--- src/hdl/mmcal_pkg.sv ---
// Shared widths, constants and register indexes for the magnetometer min/max calibrator.
package mmcal_pkg;

  localparam int unsigned RAW_W    = 16;             // sample and offset width
  localparam int unsigned HALF_W   = 15;             // half-range width
  localparam int unsigned SUM_W    = 17;             // sum of three half-ranges
  localparam int unsigned FRAC_W   = 24;             // Q8.24 fraction bits
  localparam int unsigned SCALE_W  = 32;             // scale factor width
  localparam int unsigned DVD_W    = SUM_W + FRAC_W; // dividend width
  localparam int unsigned DSR_W    = 27;             // divisor width, 3000 * half
  localparam int unsigned CNT_W    = $clog2(DVD_W + 1);
  localparam int unsigned DIV_K    = 3000;           // 3 axes x 1000
  localparam int unsigned CFG_IDX_W = 2;
  localparam int unsigned TDATA_IN_W  = 48;
  localparam int unsigned TDATA_OUT_W = 152;

  // configuration register indexes
  localparam logic [CFG_IDX_W-1:0] CFG_DEF_SCALE_X = 2'd0;
  localparam logic [CFG_IDX_W-1:0] CFG_DEF_SCALE_Y = 2'd1;
  localparam logic [CFG_IDX_W-1:0] CFG_DEF_SCALE_Z = 2'd2;

  localparam logic [SCALE_W-1:0] DEF_SCALE_X_RST = 32'd15421;
  localparam logic [SCALE_W-1:0] DEF_SCALE_Y_RST = 32'd15530;
  localparam logic [SCALE_W-1:0] DEF_SCALE_Z_RST = 32'd20170;

  localparam logic signed [RAW_W-1:0] MAX_RST = 16'sh8000;
  localparam logic signed [RAW_W-1:0] MIN_RST = 16'sh7FFF;

endpackage

--- src/hdl/mmcal_div.sv ---
// Bit-serial restoring divider: one quotient bit per cycle, saturating to 32 bits.
module mmcal_div
  import mmcal_pkg::*;
(
  input  logic               clk_i,
  input  logic               rst_ni,
  input  logic               start_i,
  input  logic [DVD_W-1:0]   dividend_i,
  input  logic [DSR_W-1:0]   divisor_i,
  output logic               done_o,
  output logic [SCALE_W-1:0] quot_o
);

  logic [DVD_W-1:0] dvd_q, dvd_d;   // dividend shifts out, quotient shifts in
  logic [DSR_W-1:0] rem_q, rem_d;
  logic [DSR_W-1:0] dsr_q;
  logic [CNT_W-1:0] cnt_q;
  logic             busy_q, done_q;
  logic [DSR_W:0]   rem_sh;
  logic [DSR_W+1:0] sub;
  logic             ge;

  always_comb begin
    rem_sh = {rem_q, dvd_q[DVD_W-1]};
    sub    = {1'b0, rem_sh} - {2'b00, dsr_q};
    ge     = ~sub[DSR_W+1];
    rem_d  = ge ? sub[DSR_W-1:0] : rem_sh[DSR_W-1:0];
    dvd_d  = {dvd_q[DVD_W-2:0], ge};
  end

  always_ff @(posedge clk_i or negedge rst_ni) begin
    if (!rst_ni) begin
      dvd_q  <= '0;
      rem_q  <= '0;
      dsr_q  <= '0;
      cnt_q  <= '0;
      busy_q <= 1'b0;
      done_q <= 1'b0;
    end else begin
      done_q <= 1'b0;
      if (start_i) begin
        dvd_q  <= dividend_i;
        rem_q  <= '0;
        dsr_q  <= divisor_i;
        cnt_q  <= CNT_W'(DVD_W);
        busy_q <= 1'b1;
      end else if (busy_q) begin
        dvd_q <= dvd_d;
        rem_q <= rem_d;
        cnt_q <= cnt_q - 1'b1;
        if (cnt_q == CNT_W'(1)) begin
          busy_q <= 1'b0;
          done_q <= 1'b1;
        end
      end
    end
  end

  assign done_o = done_q;
  // saturate when the quotient needs more than 32 bits
  assign quot_o = (|dvd_q[DVD_W-1:SCALE_W]) ? '1 : dvd_q[SCALE_W-1:0];

endmodule

--- src/hdl/magnetometer_minmax_calibrator_unit.sv ---
// Top level of the magnetometer min/max hard/soft iron calibrator.
// Each x/y/z sample word updates the running per-axis minimum and maximum and
// yields one result word: the hard-iron offsets (midpoint, truncated toward zero),
// the current Q8.24 scale factors, a scale-updated flag and a mask of axes that set
// a new extreme. Once all three half-ranges are nonzero, new scales are computed
// as floor((hx+hy+hz)*2^24 / (3000*h_axis)), saturated to 32 bits; until then the
// default scale registers are reported. One sample is processed at a time. A sample
// with a zero half-range on some axis passes through the min/max update, the offset
// and half-range step and the output hand-over; a sample that recalculates the
// scales also runs the single bit-serial divider once per axis (41 quotient bits),
// each run preceded by a divisor set-up step and a start step, before the hand-over.
// A stalled result adds the stall time. The next sample is taken while the previous
// result still waits in the output register.
// Configuration writes are always accepted; they must only be issued while idle.
module magnetometer_minmax_calibrator_unit
  import mmcal_pkg::*;
(
  input  logic                   clk_i,
  input  logic                   rst_ni,
  // sample words
  input  logic                   s_axis_tvalid_i,
  output logic                   s_axis_tready_o,
  input  logic [TDATA_IN_W-1:0]  s_axis_tdata_i,  // raw_x, raw_y, raw_z
  // result words
  output logic                   m_axis_tvalid_o,
  input  logic                   m_axis_tready_i,
  output logic [TDATA_OUT_W-1:0] m_axis_tdata_o,  // offset_x, offset_y, offset_z,
                                                  // scale_x, scale_y, scale_z,
                                                  // scale_updated, extremes_changed,
                                                  // 4 zero bits
  // configuration writes
  input  logic                   cfg_valid_i,
  output logic                   cfg_ready_o,
  input  logic [CFG_IDX_W-1:0]   cfg_index_i,
  input  logic [SCALE_W-1:0]     cfg_data_i
);

  typedef enum logic [2:0] {
    ST_IDLE,
    ST_UPD,    // min/max update
    ST_CALC,   // offsets and half-ranges
    ST_MUL,    // divisor for current axis
    ST_LOAD,   // kick off divider
    ST_DIV,    // wait for quotient
    ST_OUT     // hand to output register
  } state_e;

  state_e state_q;

  logic signed [RAW_W-1:0]  raw_q   [3];
  logic signed [RAW_W-1:0]  max_q   [3];
  logic signed [RAW_W-1:0]  min_q   [3];
  logic signed [RAW_W-1:0]  off_q   [3];
  logic [HALF_W-1:0]        half_q  [3];
  logic [SCALE_W-1:0]       store_q [3];
  logic [SCALE_W-1:0]       def_q   [3];
  logic [SUM_W-1:0]         sum_q;
  logic [DSR_W-1:0]         dsr_q;
  logic [1:0]               axis_q;
  logic [2:0]               chg_q;
  logic                     have_q;
  logic                     upd_q;

  logic                     m_valid_q;
  logic [TDATA_OUT_W-1:0]   m_data_q;

  // combinational per-axis values
  logic signed [RAW_W-1:0]  max_d   [3];
  logic signed [RAW_W-1:0]  min_d   [3];
  logic [2:0]               chg_d;
  logic signed [RAW_W:0]    msum    [3];
  logic signed [RAW_W:0]    mrnd    [3];
  logic [RAW_W:0]           mdiff   [3];
  logic signed [RAW_W-1:0]  off_d   [3];
  logic [HALF_W-1:0]        half_d  [3];
  logic [SUM_W-1:0]         sum_d;
  logic [DSR_W-1:0]         dsr_d;
  logic [SCALE_W-1:0]       scl     [3];

  logic                     s_acc, out_free;
  logic                     div_start, div_done;
  logic [SCALE_W-1:0]       div_quot;

  assign s_axis_tready_o = (state_q == ST_IDLE);
  assign s_acc           = s_axis_tvalid_i & s_axis_tready_o;
  assign out_free        = ~m_valid_q | m_axis_tready_i;
  assign cfg_ready_o     = 1'b1;
  assign div_start       = (state_q == ST_LOAD);

  always_comb begin
    sum_d = '0;
    for (int a = 0; a < 3; a++) begin
      // strict compares: a repeat of the current extreme is not news
      max_d[a] = (raw_q[a] > max_q[a]) ? raw_q[a] : max_q[a];
      min_d[a] = (raw_q[a] < min_q[a]) ? raw_q[a] : min_q[a];
      chg_d[a] = (raw_q[a] > max_q[a]) | (raw_q[a] < min_q[a]);
      // midpoint, truncated toward zero: bias negatives by one before the shift
      msum[a]  = {max_q[a][RAW_W-1], max_q[a]} + {min_q[a][RAW_W-1], min_q[a]};
      mrnd[a]  = msum[a] + {{RAW_W{1'b0}}, msum[a][RAW_W]};
      off_d[a] = mrnd[a][RAW_W:1];
      // max >= min once a sample has been seen
      mdiff[a]  = {max_q[a][RAW_W-1], max_q[a]} - {min_q[a][RAW_W-1], min_q[a]};
      half_d[a] = mdiff[a][HALF_W:1];
      sum_d     = sum_d + SUM_W'(half_d[a]);
      scl[a]    = have_q ? store_q[a] : def_q[a];
    end
    dsr_d = DSR_W'(half_q[axis_q]) * DSR_W'(DIV_K);
  end

  mmcal_div u_div (
    .clk_i      (clk_i),
    .rst_ni     (rst_ni),
    .start_i    (div_start),
    .dividend_i ({sum_q, {FRAC_W{1'b0}}}),
    .divisor_i  (dsr_q),
    .done_o     (div_done),
    .quot_o     (div_quot)
  );

  always_ff @(posedge clk_i or negedge rst_ni) begin
    if (!rst_ni) begin
      state_q   <= ST_IDLE;
      axis_q    <= '0;
      chg_q     <= '0;
      have_q    <= 1'b0;
      upd_q     <= 1'b0;
      sum_q     <= '0;
      dsr_q     <= '0;
      m_valid_q <= 1'b0;
      m_data_q  <= '0;
      def_q[0]  <= DEF_SCALE_X_RST;
      def_q[1]  <= DEF_SCALE_Y_RST;
      def_q[2]  <= DEF_SCALE_Z_RST;
      for (int a = 0; a < 3; a++) begin
        raw_q[a]   <= '0;
        max_q[a]   <= MAX_RST;
        min_q[a]   <= MIN_RST;
        off_q[a]   <= '0;
        half_q[a]  <= '0;
        store_q[a] <= '0;
      end
    end else begin
      if (cfg_valid_i) begin
        case (cfg_index_i)
          CFG_DEF_SCALE_X: def_q[0] <= cfg_data_i;
          CFG_DEF_SCALE_Y: def_q[1] <= cfg_data_i;
          CFG_DEF_SCALE_Z: def_q[2] <= cfg_data_i;
          default: ;  // unknown index, ignored
        endcase
      end

      // in ST_OUT the output register is reloaded below instead
      if (m_valid_q && m_axis_tready_i && (state_q != ST_OUT)) begin
        m_valid_q <= 1'b0;
      end

      case (state_q)
        ST_IDLE: begin
          if (s_acc) begin
            raw_q[0] <= s_axis_tdata_i[15:0];
            raw_q[1] <= s_axis_tdata_i[31:16];
            raw_q[2] <= s_axis_tdata_i[47:32];
            state_q  <= ST_UPD;
          end
        end
        ST_UPD: begin
          for (int a = 0; a < 3; a++) begin
            max_q[a] <= max_d[a];
            min_q[a] <= min_d[a];
          end
          chg_q   <= chg_d;
          upd_q   <= 1'b0;
          state_q <= ST_CALC;
        end
        ST_CALC: begin
          for (int a = 0; a < 3; a++) begin
            off_q[a]  <= off_d[a];
            half_q[a] <= half_d[a];
          end
          sum_q  <= sum_d;
          axis_q <= '0;
          if ((half_d[0] != '0) && (half_d[1] != '0) && (half_d[2] != '0)) begin
            state_q <= ST_MUL;
          end else begin
            state_q <= ST_OUT;
          end
        end
        ST_MUL: begin
          dsr_q   <= dsr_d;
          state_q <= ST_LOAD;
        end
        ST_LOAD: begin
          state_q <= ST_DIV;
        end
        ST_DIV: begin
          if (div_done) begin
            store_q[axis_q] <= div_quot;
            if (axis_q == 2'd2) begin
              have_q  <= 1'b1;
              upd_q   <= 1'b1;
              state_q <= ST_OUT;
            end else begin
              axis_q  <= axis_q + 1'b1;
              state_q <= ST_MUL;
            end
          end
        end
        ST_OUT: begin
          if (out_free) begin
            m_valid_q <= 1'b1;
            m_data_q  <= {4'b0000, chg_q, upd_q, scl[2], scl[1], scl[0],
                          off_q[2], off_q[1], off_q[0]};
            state_q   <= ST_IDLE;
          end
        end
        default: state_q <= ST_IDLE;
      endcase
    end
  end

  assign m_axis_tvalid_o = m_valid_q;
  assign m_axis_tdata_o  = m_data_q;

endmodule

--- config.mk ---
export PLATFORM = sky130hd
export DESIGN_NAME = magnetometer_minmax_calibrator_unit
export DESIGN_NICKNAME = d
export VERILOG_FILES = /design/src/hdl/mmcal_pkg.sv /design/src/hdl/mmcal_div.sv /design/src/hdl/magnetometer_minmax_calibrator_unit.sv
export SDC_FILE = /design/constraint.sdc
export NUM_CORES = 2
export LEC_CHECK = 0
export BUFFER_PORTS_ARGS = -buffer_cell sky130_fd_sc_hd__buf_4
export CAP_MARGIN = 20
export CORE_MARGIN = 2
export CORE_UTILIZATION = 34
export CTS_CLUSTER_DIAMETER = 60
export DETAILED_ROUTE_END_ITERATION = 10
export SLEW_MARGIN = 5
export SYNTH_ARGS = -nofsm -noshare
export SYNTH_HDL_FRONTEND = slang
export SYNTH_SLANG_ARGS = --single-unit
export TNS_END_PERCENT = 50
--- constraint.sdc ---
create_clock -name clk_i -period 8.4 [get_ports clk_i]
set_input_delay 0 -clock clk_i [delete_from_list [all_inputs] [get_ports clk_i]]
set_output_delay 0 -clock clk_i [all_outputs]
set_load 0.005 [all_outputs]
### Yosys cells after proc, flatten, opt, wreduce, memory -nomap -nowiden

Index checks and enable logic that the tools add are counted.

| cells by class | value |
|---|---|
| eq/ne operators | 16 |
| multipliers | 1 |
| $lt $le $gt $ge | 8 |
| reduce and logical (&&, ||, !) cells | 30 |
| div/mod/pow operators | 0 |
| bitwise gates (word level) | 8 |
| $add $sub $neg | 14 |
| shifts and indexed selects | 0 |
| muxes and demuxes | 38 |

Operators with widths:

| cell | number |
|---|---|
| 32-bit two-way mux | 5 |
| 96-bit bitwise mux | 1 |
| 41-bit two-way mux | 2 |
| 27-bit two-way mux | 3 |
| 32-bit demux with 2-bit select | 1 |
| 16-bit by 16-bit adder with 17-bit output | 3 |
| 17-bit by 1-bit adder with 17-bit output | 3 |
| 16-bit > comparator | 3 |
| 16-bit < comparator | 3 |
| 16-bit subtractor | 3 |
| 15-bit nonzero test | 3 |
| 15-bit binary-select mux with 2-bit select | 1 |
| 15-bit two-way mux | 2 |
| 28-bit by 27-bit subtractor with 29-bit output | 1 |
| 15-bit by 9-bit multiplier with 24-bit output, second input constant | 1 |
| 2-bit AND reduction | 12 |
| 3-bit one-hot mux with 7 select lines | 1 |
| 16-bit by 15-bit adder with 17-bit output | 1 |
| 15-bit by 15-bit adder with 16-bit output | 1 |
| 3-bit two-way mux | 5 |
| 6-bit two-way mux | 2 |
| 3-bit AND reduction | 4 |
| 1-bit two-way mux | 11 |
| 3-bit equality test, second input constant | 3 |
| 24 further kinds | 40 |

| storage, ports and cells | value |
|---|---|
| memory bits (read-only) | 0 |
| memories kept | 0 |
| output and inout bits | 155 |
| bits in writable memories | 0 |
| input bits | 87 |
| bits in registers | 729 |
| latch bits | 0 |

### Longest topological paths before layout

| depth | value |
|---|---|
| word-level depth | 6 |
| mapped depth | 25 |

### Modules after synthesis

A second synthesis with hierarchy kept.

| unflattened totals | value |
|---|---|
| cells, all modules | 4074 |
| area, all modules | 42697.2 um^2 |

By module, submodules not included:

| module | area each (um^2) | cells each | times used | seq. area each (um^2) |
|---|---|---|---|---|
| magnetometer_minmax_calibrator_unit | 36439.9 | 3380 | 1 | 15831.4 |
| mmcal_div | 6257.3 | 694 | 1 | 2577.5 |

### Worst setup path after synthesis

OpenSTA, ideal clock, no wires.

| path | value |
|---|---|
| path type | reg-to-reg |
| start point | register axis_q[1] |
| end point | register dsr_q[25] |
| slack | 2.269 ns |
| setup time | 0.133 ns |
| path buffers | 2 |
| stages on the path, launching flop included | 22 |
| period minus slack after synthesis | 6.131 ns |
| arrival time | 5.998 ns |
| cell sequence | dfrtp_1 -> clkbuf_1 -> buf_1 -> mux2i_1 -> o21ai_0 -> fa_1 -> inv_1 -> fa_1 -> fa_1 -> fa_1 -> inv_1 -> ha_1 -> inv_1 -> o21bai_1 -> a211oi_1 -> o211ai_1 -> a31oi_1 -> o21ai_0 -> a21o_1 -> a21oi_1 -> xor2_1 -> o21ai_0 |

| on the way | value |
|---|---|
| cells in the longest elaborated chain, start to end | 5 |

Ends and longest elaborated chain:

| item | RTL line | text |
|---|---|---|
| from (decl) | magnetometer_minmax_calibrator_unit.sv:59 | `logic [1:0] axis_q;` |
| from (signal assigned) | magnetometer_minmax_calibrator_unit.sv:203 | `axis_q <= axis_q + 1'b1;` |
| 2-bit NOT with 3-bit output (not written as such) | magnetometer_minmax_calibrator_unit.sv:107 | `dsr_d = DSR_W'(half_q[axis_q]) * DSR_W'(DIV_K);` |
| 15-bit binary-select mux with 2-bit select | magnetometer_minmax_calibrator_unit.sv:107 |  |
| 15-bit two-way mux (not written as such) (2 in a row) | magnetometer_minmax_calibrator_unit.sv:107 |  |
| 15-bit by 9-bit multiplier with 24-bit output | magnetometer_minmax_calibrator_unit.sv:107 |  |
| to (signal assigned) | magnetometer_minmax_calibrator_unit.sv:189 | `dsr_q <= dsr_d;` |
| to (decl) | magnetometer_minmax_calibrator_unit.sv:58 | `logic [DSR_W-1:0] dsr_q;` |

No other way between the ends. The select of a mux whose other input is x is not followed.
A chain may end at the register's enable or synchronous reset.

### Worst setup path in the final report

Ends and elaborated chain as after synthesis.

==> results.py <==
metrics = {
    "setup_path": {
        "worst_setup_path_start_kind": "register",
        "cpMostUsedCell": "inv_1",
        "endpoint_kind": "register",
        "worstPathRequired_ns": 8.88,
        "crit_fanout": 19,
        "slowest_delay_ns": 0.96,
        "crit_type": "register to register",
        "path_cells": "nor2_1 -> a21oi_1 -> inv_1 -> fa_1 -> inv_1 -> fa_1 -> inv_1 -> ha_1 -> inv_1 -> fa_1 -> inv_1 -> ha_1 -> a21oi_1 -> o21bai_1 -> a211oi_1 -> o211ai_1 -> a31oi_1 -> o21ai_0 -> a21o_1 -> a21oi_1 -> xor2_1 -> o21ai_0",
        "rrSetupSlack_ns": 1.73,
        "slowest_stage": "dfrtp_1",
        "crit_arrival_ns": 7.15,
    },
    "sta": {
        "slew_headroom_pct": 25.1,
        "slew_viol_final": 0,
        "finalSetupViolCount": 0,
        "worst_pin_slew_ns": 1.12,
        "rsz0062_at_grt": "no",
        "fmax_ghz": 0.150,
        "fin_skew_ns": 0.0802,
        "final_hold_viol_count": 0,
        "fin_crit_ns": 6.67,
        "setup_tns_ns": 0,
        "min_period_over_period_pct": 79.4,
    },
    "die": {
        "die_w_um": 354,
        "row_count": 128,
        "dieArea_um2": 126000,
        "coreArea_um2": 122000,
        "die_y_um": 354,
        "start_util_pct": 34.3,
        "io-pin-count": 242,
    },
    "logic_synthesis": {
        "synth_area_leaders": "dfrtp_1, ha_1, mux2_2, dfstp_2, fa_1",
        "yosys.area.top_type": "dfrtp_1",
        "synth_cell_types": 105,
        "synth_area_um2": 41800,
        "synth_top_flop_cell": "dfrtp_1",
        "yosys_warnings": 0,
        "synthesis.instances": 4059,
        "synth_edf_count": 0,
        "synth_area_per_cell_um2": 10.3,
        "yosys.area.top_type_share_pct": 39.3,
        "ys_ff_latch": 729,
        "synth.most_common_cell": "dfrtp_1",
        "seq_area_frac_synth_pct": 43.9,
        "synth_common_cells": "dfrtp_1, nand2_1, inv_1",
        "synth_async_sr_flop_share_pct": 100,
    },
    "place": {
        "place_congestion": 0.876,
        "postPlaceCellArea_um2": 45200,
        "portBuffers": 236,
        "dpl.cell_count": 5785,
        "hpwl_um": 72600,
    },
    "routing": {
        "drt_first_pass_iters": 5,
        "drt_iter0_drc": 1701,
        "post-route-drc-count": 0,
        "wl_per_cell_um": 16.9,
        "ant_nets": 0,
        "vias_per_cell": 4.89,
        "vias": 29600,
        "drt-total-wl_um": 102000,
    },
    "final_layout": {
        "finalNetCount": 4811,
        "fin_cells": 6041,
        "finalCoreUtilization_pct": 40.4,
        "regArea_um2": 18300,
        "syn_to_final_growth_pct": 17.8,
        "multiInputGateArea_um2": 21500,
        "stdcell_area_um2": 49200,
        "nFillCells": 11900,
        "diodes": 0,
        "layout-drive-gt1-share_pct": 19.5,
    },
    "clocking": {
        "cts_made_buffers": 91,
        "cts_tree": "yes",
        "postCtsHoldBufs": 85,
        "clkSinkCount": 729,
        "cts_max_level": 3,
        "cts_resized": 0,
        "post_cts_buffers": 0,
        "cts_buffer_depth": 3,
        "root_buffer": "clkbuf_16",
        "path_clk_slew_ns": 0.06,
        "clk_latency_ns": 0.69,
    },
    "grt": {
        "grt_pass1_wl_um": 164000,
        "grtUsageTotal_pct": 16.2,
        "grt_pass1_vias": 29400,
        "grt_overflow": 0,
        "antenna_found_initial": 2,
        "grt_max_degree": 202,
    },
    "flow_run": {
        "cap_violations": 0,
    },
    "outcome": {
        "outcome": "finished, final reports clean",
    },
    "hold_path": {
        "hold_class": "primary input to register",
    },
}
==> kinds of logic after synthesis <==
logic type,synth area share [%]
AO/OA/AOI/OAI,11.7
XOR/XNOR,3.44
adder cells (fa/ha/maj),13.1
buffers and inverters,4.81
flip-flops,43.9
multiplexers,12.4
other,0.0180
AND/OR/NAND/NOR,10.6
==> area by class of cell <==
cell class	instances	area share (%)
multi-input combinational	2820	43.6
sequential	729	37.3
timing repair buffer	358	6.05
clock buffer	129	5.21
tap	1625	4.13
inverter	340	2.59
clock inverter	40	1.12
==> registers in the layout, summed over array words and instances, names as in the netlist, 27 cells and up <==
register and count:
def_q 96, store_q 96, u_div.rem_q 27, max_q 48, off_q 48, u_div.dvd_q 41, raw_q 48, half_q 45
m_axis_tdata_o 148, min_q 48
==> worst paths after layout <==
path | startpoint | cells after the start | endpoint
setup / recovery | axis_q[1]$_DFFE_PN0P_ | 22 | dsr_q[25]$_DFFE_PN0P_
min in group asynchronous | rst_ni | 3 | def_q[74]$_DFFE_PN1P_
hold / removal | s_axis_tdata_i[13] | 3 | raw_q[45]$_DFFE_PN0P_
hold reg to reg | dsr_q[25]$_DFFE_PN0P_ | 2 | u_div.dsr_q[25]$_DFFE_PN0P_
max in group asynchronous | rst_ni | 5 | half_q[13]$_DFFE_PN0P_
setup reg to reg | axis_q[1]$_DFFE_PN0P_ | 22 | dsr_q[25]$_DFFE_PN0P_
==> layer usage <==
layer | wire [um] | GRT usage, % | vias up
met5 | 0 | 0 | -
met1 | 48900 | 22.9 | 14400
met4 | 2910 | 4.92 | 0
met3 | 3940 | 2.38 | 147
met2 | 46400 | 25.7 | 504
li1 | - | - | 14500
==> worst max-delay path: cells and delay by family, from the launching register on <==
kind / cells / cell delay, ns
compound gates: 10 / 2.35
simple gates: 1 / 0.46
buf+inv: 5 / 0.42
flops: 1 / 0.96
fa+ha+maj: 5 / 2.13
xor+xnor: 1 / 0.14
==> per-stage QoR <==
step                hold slack [ns]  setup WS [ns]
finish                       0.0913           1.73
global route                 0.0745           1.25
CTS                          0.0395           1.63
detailed placement           0.0211           1.65
global placement             0.0186           1.78
floorplan                    -0.296           2.27
==> cells in the final DEF, fill, tap and decap left out, types with 12 or more instances in the layout <==
master	netlist	layout
dfstp_2	73	73
a21oi_1	227	226
a211oi_1	15	15
clkbuf_16	0	92
or3_1	20	20
xnor2_1	107	107
a21o_1	70	70
dlygate4sd3_1	0	84
nand4_1	24	24
ha_1	298	298
nor2_1	308	308
dfrtp_1	656	654
mux2_2	314	314
nor2b_1	23	22
clkbuf_1	140	25
nand2_1	379	376
clkinv_2	0	12
a31oi_1	27	27
nand3_1	41	40
o31ai_1	15	15
o21ai_0	309	309
buf_4	9	263
nand2b_1	37	37
xor2_1	57	57
nor3_1	41	40
fa_1	86	86
mux2i_1	162	162
inv_1	335	335
o21ai_1	32	32
o21a_1	18	18
and3_1	13	13
clkbuf_8	3	12
Power is left out: the tool's default activity adds up to more than one toggle a clock period on the data nets, which glitch-free logic cannot reach.
